### src/rtl/wtm_ram.sv
// Generic single-write, single-read RAM with registered read data.
`default_nettype none
module wtm_ram #(
    parameter int WIDTH = 8,
    parameter int DEPTH = 16
) (
    input  wire logic                     i_clk,
    input  wire logic                     i_we,
    input  wire logic [$clog2(DEPTH)-1:0] i_waddr,
    input  wire logic [WIDTH-1:0]         i_wdata,
    input  wire logic [$clog2(DEPTH)-1:0] i_raddr,
    output      logic [WIDTH-1:0]         o_rdata
);

    logic [WIDTH-1:0] r_mem [DEPTH];
    logic [WIDTH-1:0] r_rdata;

    always_ff @(posedge i_clk) begin
        if (i_we) begin
            r_mem[i_waddr] <= i_wdata;
        end
        r_rdata <= r_mem[i_raddr];
    end

    assign o_rdata = r_rdata;

endmodule
`default_nettype wire

### config.mk
export PLATFORM = sky130hd
export DESIGN_NAME = wtm_ram
export DESIGN_NICKNAME = d
export VERILOG_FILES = /design/src/rtl/wtm_ram.sv
export SDC_FILE = /design/constraint.sdc
export NUM_CORES = 1
export LEC_CHECK = 0
export BUFFER_PORTS_ARGS = -buffer_cell sky130_fd_sc_hd__buf_2
export CAP_MARGIN = 0
export CORE_AREA = 5 5 176 110
export CTS_CLUSTER_DIAMETER = 40
export DETAILED_ROUTE_END_ITERATION = 10
export DIE_AREA = 0 0 181 115
export HOLD_SLACK_MARGIN = 0.02
export PLACE_DENSITY = 0.42
export SLEW_MARGIN = 20
export SYNTH_ARGS = -nofsm -noshare
export SYNTH_HDL_FRONTEND = slang
export SYNTH_SLANG_ARGS = --single-unit
### constraint.sdc
create_clock -name i_clk -period 4.1 [get_ports i_clk]
set_input_delay 0.41 -clock i_clk [delete_from_list [all_inputs] [get_ports i_clk]]
set_output_delay 0.41 -clock i_clk [all_outputs]
set_load 0.02 [all_outputs]
==> results_dict.tcl <==
set metrics [dict create \
    row_count 38 \
    insertion_delay_ps 410 \
    routed_wl_microns 11630 \
    drt-initial-drc-count 175 \
    min_period_ps 1960 \
    syn_area_per_cell_sq_um 22.48 \
    coreArea_sq_mm 0.01764 \
    cts_tree "yes" \
    cp_data_arrival_time_ps 2260 \
    remaining_drc_errors 0 \
    ir_drop_uv 192.4 \
    die_width_microns 181 \
    setup_tns_ps 0 \
    root_buffer "clkbuf_16" \
    power_leakage_nw 1.992 \
    critical_path.max_stage_delay_ps 660 \
    p_clk_share_pct 46.5 \
    start_util_pct 29.18 \
    p_int_w 0.002508 \
    power_density_mw_per_mm2 526.0 \
    final_cell_mix "128 x edfxtp_1, 25 x buf_2, 18 x mux4_2" \
    maxSlewHeadroom_pct 29.07 \
    grt_pass1_wl_microns 17110 \
    clkSinkCount 136 \
    hold_viol 0 \
    final_util_pct 34.59 \
    rsz0062_at_grt "false" \
    cts_buffer_depth 2 \
    gp_congestion 0.6734 \
    grt_usage_pct 11.58 \
    finalWorstSetupSlack_ps 2140 \
    antenna_found_initial 0 \
    ys_types 19 \
    synthTopCellsByArea "edfxtp_1 75%, mux4_2 7.9%, mux4_1 7.1%" \
    layout_commonest_cell "edfxtp_1" \
    outcome "completed" \
    maxCapViolCount 0 \
    cts_setup_buffers 0 \
    hp-class "in2reg" \
    drive_above_1_share_pct 28.83 \
    viasPerCell 4.595 \
    grt_start_max_net_pins 33 \
    netlist_area_sq_mm 0.005147 \
    holdBufCountCts 0 \
    path_cells "buf_2 > buf_4 > mux4_1 > a22oi_1 > nand2_1" \
    cts.clk_slew.worst_paths_ps 60 \
    ys_ff_latch 136 \
    hold_ws_ps 402.1 \
    drv_slew 0 \
    setup_viol 0 \
    htree_num_levels 4 \
    die_h_microns 115 \
    synth_nets 247 \
    yosys.area.top_type "edfxtp_1" \
    max_freq_mhz 510.3 \
    post_synth_inst_count 229 \
    finalNetCount 286 \
    totalPowerFinal_w 0.003210 \
    seq_area_frac_synth_pct 77.78 \
    ant_nets 0 \
    syn2layout_area_growth_pct 18.55 \
    dpl_worst_slack_ps 1652 \
    dr.pass1.iters 4 \
    grt-ovfl-total 0 \
    dp_hpwl_microns 7452 \
    netlist.area_leader.share_pct 74.67 \
    min_period_over_period_pct 47.79 \
    worstSetupEndpointType "register" \
    cts.repair.resized 0 \
    path_buf_inv 2 \
    tightestPinTransition_ps 1060 \
    worstSetupPathType "in2reg" \
    n_antenna_cell 0 \
    p_sw_share_pct 21.87 \
    worst_clock_skew_ps 8.494 \
    switching_power_w 0.0007021 \
    path_max_fanout 17 \
    port_buffers 25 \
    dieArea_sq_mm 0.02082 \
    slowest_stage "mux4_1" \
    p_seq_share_pct 48.8 \
    cp_top_family "buffers and inverters" \
    routedWlPerCell_microns 22.32 \
    vias 2394 \
    pin_count 26 \
    combPwrFrac_pct 4.8 \
    cts_buffers 17 \
    startpoint_type "primary input" \
    yosys_warnings 0 \
    cp.required_ps 4400 \
    nFillCells 1651 \
    grt_pass1_vias 2521 \
]
[worst paths after layout]
kind,startpoint,to,slack (ps),cells after the start
max,i_raddr[0],o_rdata[5],2140,5
min,i_wdata[2],r_mem[3][2],400,1
max reg2reg,r_mem[1][3],o_rdata[3],2710,3
min reg2reg,r_mem[14][0],o_rdata[0],690,3
[final cells by class]
cell class / instances / area (sq um) / area share [%]
clock buffers: 17 / 425.4 / 6.972
clock inverters: 15 / 152.6 / 2.502
multi-input cells: 83 / 1057 / 17.33
flip-flops and latches: 136 / 4004 / 65.61
well taps: 240 / 300.3 / 4.921
repair buffers: 30 / 162.7 / 2.666
[synthesized netlist by cell type, drive strengths merged]
cell type,number
a22oi,16
buf,7
nand2,9
dfxtp,8
mux4,32
and2b,1
nor3,4
nand3b,2
clkdlybuf4s25,3
nor2,13
edfxtp,128
nor2b,1
and2,1
nand3,1
nand2b,2
or3b,1
[power by group through the flow]
stage / Sequential [W] / Clock [W] / Combinational (W)
floorplan: 0.00160 / 0 / 0.0000789
global placement: 0.00160 / 0 / 0.000155
detailed placement: 0.00160 / 0 / 0.000157
CTS: 0.00157 / 0.00151 / 0.000157
global route: 0.00157 / 0.00157 / 0.000166
finish: 0.00157 / 0.00149 / 0.000153
[worst register-to-register path, delay by kind of cell (launching register included)]
family,cells,cell delay (ps)
multiplexers,1,540
AND/OR/NAND/NOR,1,130
AO/OA/AOI/OAI,1,240
flip-flops,1,350
[stage by stage]
step | std cells | instance area, sq um
global route | 521 | 6102
global placement | 489 | 5524
floorplan | 229 | 5147
CTS | 521 | 6102
detailed placement | 489 | 5524
finish | 521 | 6102
[state kept, by name, indices dropped and copies added (netlist names)]
register and flops:
r_mem 128, o_rdata 8
[logic make-up (layout without fill, tap and decap cells)]
group | Yosys count | count (layout) | share of synthesized area (%)
compound gates | 16 | 16 | 2.334
buf+inv | 10 | 62 | 1.677
flops | 136 | 136 | 77.78
mux | 32 | 32 | 15.02
simple gates | 35 | 35 | 3.184
[routing by layer]
layer | share of wire [%] | vias up | track usage [%]
met3 | 7.8 | 2 | 3.035
met4 | 0.25 | 0 | 3.298
li1 | - | 1054 | -
met2 | 43 | 59 | 15.77
met5 | 0 | - | 0
met1 | 49 | 1279 | 18.13
No activity file was read; power rests on OpenSTA's default activity.
