<file path="src/rtl/wtm_pkg.sv">
// Shared constants and types for the windowed throughput meter.
`default_nettype none
package wtm_pkg;

    localparam int SAMPLE_DEPTH = 16;
    localparam int SLOT_W       = $clog2(SAMPLE_DEPTH);
    localparam int CNT_W        = $clog2(SAMPLE_DEPTH + 1);
    localparam int MIN_SAMPLES  = 2;

    localparam int TIME_W  = 32;
    localparam int BYTES_W = 32;
    localparam int WIN_W   = 16;
    localparam int FRAC_W  = 8;
    localparam int RATE_W  = 44;

    // byte sum over a full ring, then the dividend after the Q8 shift
    localparam int SUM_W  = BYTES_W + SLOT_W;
    localparam int DIV_W  = SUM_W + FRAC_W;
    localparam int WIDE_W = (DIV_W > RATE_W) ? DIV_W : RATE_W;
    localparam int STEP_W = $clog2(DIV_W + 1);

    localparam logic [WIN_W-1:0]  WINDOW_RESET = WIN_W'(5);
    localparam logic [RATE_W-1:0] RATE_MAX     = {RATE_W{1'b1}};

    localparam logic ACT_ADD   = 1'b0;
    localparam logic ACT_QUERY = 1'b1;

    typedef enum logic [6:0] {
        S_IDLE = 7'b0000001,
        S_RD   = 7'b0000010,
        S_ACC  = 7'b0000100,
        S_CHK  = 7'b0001000,
        S_DIV  = 7'b0010000,
        S_PUT  = 7'b0100000,
        S_WAIT = 7'b1000000
    } t_state;

endpackage
`default_nettype wire

</file>
<file path="src/rtl/wtm_div.sv">
// Radix-2 restoring divider, one quotient bit per cycle.
`default_nettype none
module wtm_div import wtm_pkg::*; (
    input  wire logic               i_clk,
    input  wire logic               i_rst_n,
    input  wire logic               i_start,
    input  wire logic [DIV_W-1:0]   i_dividend,
    input  wire logic [TIME_W-1:0]  i_divisor,
    output      logic               o_done,
    output      logic [DIV_W-1:0]   o_quotient
);

    logic [TIME_W:0]   r_rem, n_rem;
    logic [DIV_W-1:0]  r_quo, n_quo;
    logic [TIME_W-1:0] r_dvs, n_dvs;
    logic [STEP_W-1:0] r_cnt, n_cnt;
    logic              r_busy, n_busy;
    logic              r_done, n_done;
    logic [TIME_W:0]   trial;
    logic              fits;

    always_comb begin
        n_rem  = r_rem;
        n_quo  = r_quo;
        n_dvs  = r_dvs;
        n_cnt  = r_cnt;
        n_busy = r_busy;
        n_done = 1'b0;
        trial  = {r_rem[TIME_W-1:0], r_quo[DIV_W-1]};
        fits   = (trial >= {1'b0, r_dvs});
        if (i_start) begin
            n_rem  = '0;
            n_quo  = i_dividend;
            n_dvs  = i_divisor;
            n_cnt  = STEP_W'(DIV_W);
            n_busy = 1'b1;
        end else if (r_busy) begin
            // remainder stays below the divisor, so trial fits in 33 bits
            n_rem  = fits ? (trial - {1'b0, r_dvs}) : trial;
            n_quo  = {r_quo[DIV_W-2:0], fits};
            n_cnt  = r_cnt - STEP_W'(1);
            if (r_cnt == STEP_W'(1)) begin
                n_busy = 1'b0;
                n_done = 1'b1;
            end
        end
    end

    always_ff @(posedge i_clk) begin
        if (!i_rst_n) begin
            r_busy <= 1'b0;
            r_done <= 1'b0;
            r_cnt  <= '0;
        end else begin
            r_busy <= n_busy;
            r_done <= n_done;
            r_cnt  <= n_cnt;
        end
        r_rem <= n_rem;
        r_quo <= n_quo;
        r_dvs <= n_dvs;
    end

    assign o_done     = r_done;
    assign o_quotient = r_quo;

endmodule
`default_nettype wire

</file>
<file path="config.mk">
export PLATFORM = sky130hd
export DESIGN_NAME = wtm_div
export DESIGN_NICKNAME = d
export VERILOG_FILES = /design/src/rtl/wtm_pkg.sv /design/src/rtl/wtm_div.sv
export SDC_FILE = /design/constraint.sdc
export NUM_CORES = 1
export LEC_CHECK = 0
export BUFFER_PORTS_ARGS = -buffer_cell sky130_fd_sc_hd__buf_4
export CAP_MARGIN = 20
export CORE_MARGIN = 2
export CORE_UTILIZATION = 40
export DETAILED_ROUTE_END_ITERATION = 12
export GPL_TIMING_DRIVEN = 0
export PLACE_DENSITY = 0.7
export SYNTH_ARGS = -nofsm -noshare
export SYNTH_HDL_FRONTEND = slang
export SYNTH_SLANG_ARGS = --single-unit
</file>
<file path="constraint.sdc">
create_clock -name i_clk -period 7.25 [get_ports i_clk]
set_input_delay 1.45 -clock i_clk [delete_from_list [all_inputs] [get_ports i_clk]]
set_output_delay 1.45 -clock i_clk [all_outputs]
set_load 0.005 [all_outputs]
</file>
==> impl_metrics.yaml, run 1 <==
cells_and_area:
  nNetsFinal: 855
  area_growth_pct: 28.26
  drive_gt1_share_pct: 28.78
  stdcell_area_um2: 8250
  antenna_cells: 0
  n_fill_cell: 1395
  postLayoutCoreUtil_pct: 52.13
route:
  post_drt_wl_per_cell_um: 17.31
  viasPerCell: 5.427
  drt_iter0_markers: 374
  antenna_left: 0
  drtPass1Iterations: 5
  totalWireLength_mm: 16.79
  vias: 5264
  drc: 0
timing:
  setup_tns_ns: 0
  fin_skew_ns: 0.01145
  grt_setup_unrepaired: "no"
  max_freq_mhz: 252.0
  fin_crit_sh_pct: 54.73
  slew_headroom_pct: 55.39
  worstMarginPinSlew_ns: 0.6608
  hold_viol_final: 0
  slew_viol_final: 0
  setup_viol: 0
  period_needed_ns: 3.968
global_route:
  grt_max_degree: 38
  grt-busiest-layer: "met2"
  antenna_found_initial: 0
  use_met3_pct: 8.143
  grt_util_met2_pct: 34.47
  grt_use_met1_pct: 23.84
  grt_pass1_wl_mm: 26.92
  grt_use_total_pct: 20.50
  grt_pass1_vias: 5435
  overflow: 0
logic_synthesis:
  synth_top_cell_area_share_pct: 35.48
  synth_commonest_cells: "edfxtp_1 (76), nor2_1 (51), inv_1 (45), mux2_2 (45)"
  ys_ff_latch: 116
  yosys.area.top_type: "edfxtp_1"
  synth-main-ff-cell: "edfxtp_1"
  syn_area_um2: 6432
  yosysWarnings: 0
  yosysMostFrequentCell: "edfxtp_1"
  avgSynthCellArea_um2: 10.76
  synthCells: 598
  yosysSeqAreaShare_pct: 47.93
  synth_nets: 712
  synth_cell_types: 58
  synth_area_leaders: "edfxtp_1 (35%), dfxtp_1 (12%), mux2_2 (7.9%)"
  async_flop_share_pct: 0
  synth_edf_count: 76
cts:
  clk_pin_slew_ns: 0.06
  cts_resized: 0
  cts-root-buf: "clkbuf_16"
  cts_buffers: 17
  cts_tree: "built"
  cts_sinks: 116
  clock_path_buffers: 2
  clkLatencyLatePin_ns: 0.43
  hold_buffers: 0
  htreeDepth: 4
  postCtsSetupBuffers: 0
die:
  rows: 46
  die_width_um: 130.8
  num_io_pins: 124
  core_area_um2: 15830
  die_height_um: 130.8
  start_util_pct: 40.64
  die_area_um2: 17110
setup_path:
  crit_start: "o_quotient[43]"
  end_kind: "flip-flop"
  critPathMaxFanout: 5
  critPathKind: "reg -> reg"
  cp_data_arrival_time_ns: 4.29
  r2r_slack_ns: 3.28
  cp_data_required_time_ns: 7.57
  critPathLaunchType: "flip-flop"
  r2r_start: "o_quotient[43]"
placement:
  port-buffer-count: 123
  gp_congestion: 0.9181
  dp_hpwl_mm: 12.13
  place_area_um2: 7649
job:
  drv_cap: 0
hold_path:
  hp-start: "r_rem[31]"
  hold_path.class: "reg -> reg"
run_status:
  outcome: "finished, final reports clean"
pwr:
  ir_drop_uv: 170.1
  p_leak_nw: 3.389
  total_power_mw: 2.160
  p_per_area_nw_per_um2: 261.8
## through the flow
step / worst slack (ns) / hold slack [ns] / cells
final: 3.282 / 0.5060 / 970
after global routing: 3.103 / 0.5205 / 970
after CTS: 3.400 / 0.5019 / 970
after detailed placement: 3.469 / 0.4931 / 938
after global placement: 3.179 / 0.4795 / 937
after floorplan: 4.131 / 0.4648 / 598
## cell usage in the layout (no fill, tap or decap), types with 20 or more instances in the layout
| cell | synthesis | final |
|---|---|---|
| buf_4 | 1 | 124 |
| edfxtp_1 | 76 | 76 |
| nor2_1 | 51 | 51 |
| inv_1 | 45 | 45 |
| mux2_2 | 45 | 45 |
| dfxtp_1 | 40 | 40 |
| nand2_1 | 40 | 39 |
| ha_1 | 34 | 34 |
| a21oi_1 | 31 | 31 |
| a211oi_1 | 25 | 25 |
| xnor2_1 | 23 | 23 |
| mux2i_1 | 20 | 20 |
## worst max-delay path, cell delays in order, from the launching register on
cell	delay (ns)
edfxtp_1	0.42
inv_1	0.07
ha_1	0.23
fa_1	0.39
nand2b_1	0.20
a21oi_1	0.30
a41oi_1	0.35
o311ai_0	0.70
a21oi_1	0.23
a21oi_1	0.33
mux2i_1	0.23
o21ai_0	0.11
a311oi_1	0.29
## layer usage
| metal | up-vias | share of wire (%) |
|---|---|---|
| li1 | 2507 | - |
| met1 | 2501 | 42 |
| met2 | 226 | 48 |
| met3 | 30 | 9.2 |
| met4 | 0 | 1.3 |
| met5 | - | 0 |
## worst paths after layout
check / end / cells after the start
min: r_rem[31] / 2
min reg2reg: r_rem[31] / 2
max: r_rem[30] / 12
max reg2reg: r_rem[30] / 12
## layout make-up
cell class              instances  area, µm²  area share, %
well taps                     216      270.3          3.276
multi-input cells             413       3045          36.91
inverters                      45      168.9          2.047
clock inverters                13      148.9          1.805
clock buffers                  19      452.9          5.490
repair buffers                124      943.4          11.43
plain buffers                  24      137.6          1.668
flip-flops and latches        116       3083          37.37
## report_power, final
group / total (mW) / switching, mW / internal, mW
Clock: 0.853 / 0.325 / 0.528
Combinational: 0.489 / 0.258 / 0.231
Sequential: 0.818 / 0.0412 / 0.777
## state kept, by name (all words and copies together), names as in the netlist
name	cells
o_quotient	44
r_dvs	32
r_rem	32
r_cnt	6
o_done	1
r_busy	1
## cells by family (layout without fill, tap and decap cells)
| logic type | count (synthesis) | in the layout | share of synthesized area (%) |
|---|---|---|---|
| xor gates and xnor gates | 28 | 28 | 3.812 |
| DFF | 116 | 116 | 47.93 |
| AOI/OAI and AO/OA | 135 | 135 | 14.55 |
| muxes | 65 | 65 | 10.99 |
| buffers and inverters | 69 | 225 | 4.766 |
| adders and majority gates | 35 | 35 | 6.925 |
| and+or+nand+nor | 150 | 150 | 11.03 |
Note: power is estimated with default switching activity, not from simulation.
==> run 2, diff against run 1 <==
--- a/config.mk
+++ b/config.mk
@@ -11,7 +11,7 @@
 export CORE_UTILIZATION = 40
 export DETAILED_ROUTE_END_ITERATION = 12
 export GPL_TIMING_DRIVEN = 0
-export PLACE_DENSITY = 0.7
+export PLACE_DENSITY = 0.72
 export SYNTH_ARGS = -nofsm -noshare
 export SYNTH_HDL_FRONTEND = slang
 export SYNTH_SLANG_ARGS = --single-unit
==> constraint.sdc (replaced) <==
create_clock -name i_clk -period 3.2 [get_ports i_clk]
set_input_delay 0.64 -clock i_clk [delete_from_list [all_inputs] [get_ports i_clk]]
set_output_delay 0.64 -clock i_clk [all_outputs]
set_load 0.005 [all_outputs]
==> impl_metrics.yaml, run 2 (synthesized netlist as in run 1, its figures left out) <==
run_status:
  outcome: "finished, final reports clean"
placement:
  gp_congestion: 0.9203
  dp_hpwl_mm: 11.73
  port-buffer-count: 123
  dpl_worst_slack_ns: -0.4276
cells_and_area:
  antenna_cells: 0
  drive_gt1_share_pct: 30.34
  postLayoutCoreUtil_pct: 53.10
  n_fill_cell: 1397
  regArea_um2: 3083
  nNetsFinal: 860
  layout_common_cells: "buf_4 (130), edfxtp_1 (76), nor2_1 (51), inv_1 (45), mux2_2 (45)"
  area_growth_pct: 30.66
  multi_input_area_um2: 3127
  layout_commonest_cell: "buf_4"
  largest_reg_flops: 44
cts:
  clock_path_buffers: 2
  clk_pin_slew_ns: 0.06
  cts_buffers: 17
  cts_sinks: 116
  htreeDepth: 4
  hold_buffers: 0
  clkLatencyLatePin_ns: 0.42
  cts-root-buf: "clkbuf_16"
  cts_tree: "built"
hold_path:
  hold_path.class: "in -> reg"
route:
  antenna_left: 0
  post_drt_wl_per_cell_um: 16.87
  totalWireLength_mm: 16.43
  viasPerCell: 5.265
  top_layer: "met4"
  drc: 0
  drtPass1Iterations: 4
  wl_met2_mm: 7.607
  drt_iter0_markers: 312
  vias: 5128
  wl_met3_mm: 1.518
  drt-met1-wl_mm: 7.060
die:
  die_height_um: 130.8
  die_width_um: 130.8
  num_io_pins: 124
  die_area_um2: 17110
  start_util_pct: 40.64
  rows: 46
  core_area_um2: 15830
timing:
  grt_setup_unrepaired: "yes"
  worstMarginPinSlew_ns: 0.6790
  fin_skew_ns: 0.01929
  period_needed_ns: 3.128
  max_freq_mhz: 319.7
  fin_crit_sh_pct: 97.74
  slew_viol_final: 0
  fin_ws_ns: 0.07222
  slew_headroom_pct: 54.73
  hold_viol_final: 0
  setup_viol: 0
pwr:
  pwr-share-comb_pct: 23.3
  ir_drop_uv: 480.2
  p_int_mw: 3.615
  seqPwrFrac_pct: 37.1
  sw_frac_of_total_pct: 27.60
  clockPowerShare_pct: 39.6
  power_switching_mw: 1.378
  p_per_area_nw_per_um2: 594.2
  p_leak_nw: 3.437
setup_path:
  path_cells: "inv_1, ha_1, buf_6, nand4_1, or3_1, o221a_2, nor3b_1, o211a_2, nor3_4, nor2_2, or4_1, a311oi_2"
  critPathMaxFanout: 7
  cp_data_required_time_ns: 3.54
  critPathKind: "reg -> reg"
  cpPeakStageDelay_ns: 0.56
  cp_data_arrival_time_ns: 3.46
  slowest_stage: "or4_1"
  critPathLaunchType: "flip-flop"
  end_kind: "flip-flop"
global_route:
  antenna_found_initial: 0
  grt_pass1_vias: 5204
  grt_use_total_pct: 19.85
  overflow: 0
  grt_pass1_wl_mm: 25.92
  grt_max_degree: 38
job:
  drv_cap: 0
==> run 2: per-layer routing <==
metal / global-route usage (%) / vias up
met3: 8.225 / 16
met4: 6.508 / 0
li1: - / 2525
met1: 24.02 / 2381
met2: 32.23 / 206
met5: 0 / -
==> run 2: path summary, 6_finish.rpt <==
check | depth (start not counted) | slack, ns | startpoint | to
hold reg to reg | 2 | 0.50 | r_rem[6] | r_rem[6]
hold / removal | 1 | 0.39 | i_divisor[30] | r_dvs[30]
setup reg to reg | 12 | 0.07 | r_dvs[13] | r_rem[27]
setup / recovery | 12 | 0.07 | r_dvs[13] | r_rem[27]
==> run 2: per-stage QoR <==
stage,hold slack (ns),TNS [ns],power [mW],std cells,cell area [µm²]
2_1_floorplan,0.4648,0,2.583,598,6432
3_3_place_gp,0.4845,-8.453,2.946,937,7626
3_5_place_dp,0.4904,-1.378,2.964,938,7649
4_1_cts,0.3835,0,4.984,969,8302
5_1_grt,0.3771,-0.3952,5.233,974,8404
6_report,0.3901,0,4.994,974,8404
==> run 2: critical path, delay by kind of cell (launching register included) <==
family / cells / cell delay, ns
AO/OA/AOI/OAI: 3 / 0.69
AND/OR/NAND/NOR: 6 / 1.56
buffers and inverters: 2 / 0.18
flip-flops: 1 / 0.33
adder cells (fa/ha/maj): 1 / 0.29
==> run 2: what timing repair did <==
| action | in CTS | in global routing |
|---|---|---|
| setup endpoints to repair | 7 | 25 |
| gates resized for setup | 8 | 16 |
| cloned | 0 | 0 |
| pin swaps | 1 | 7 |
| setup buffers | 0 | 5 |
==> run 2: final cells by class <==
class	instances	share of cell area, %
Multi-Input combinational cell	413	37.20
Sequential cell	116	36.68
Timing Repair Buffer	129	11.82
Clock buffer	17	5.062
Tap cell	216	3.216
Clock inverter	14	2.218
Inverter	45	2.010
Buffer	24	1.787
==> run 2: power by group through the flow <==
stage / clock [mW] / sequential (mW) / combinational, mW
2_1_floorplan: 0 / 1.86 / 0.725
3_3_place_gp: 0 / 1.88 / 1.07
3_5_place_dp: 0 / 1.88 / 1.09
4_1_cts: 2.02 / 1.85 / 1.12
5_1_grt: 2.09 / 1.87 / 1.28
6_report: 1.98 / 1.85 / 1.16
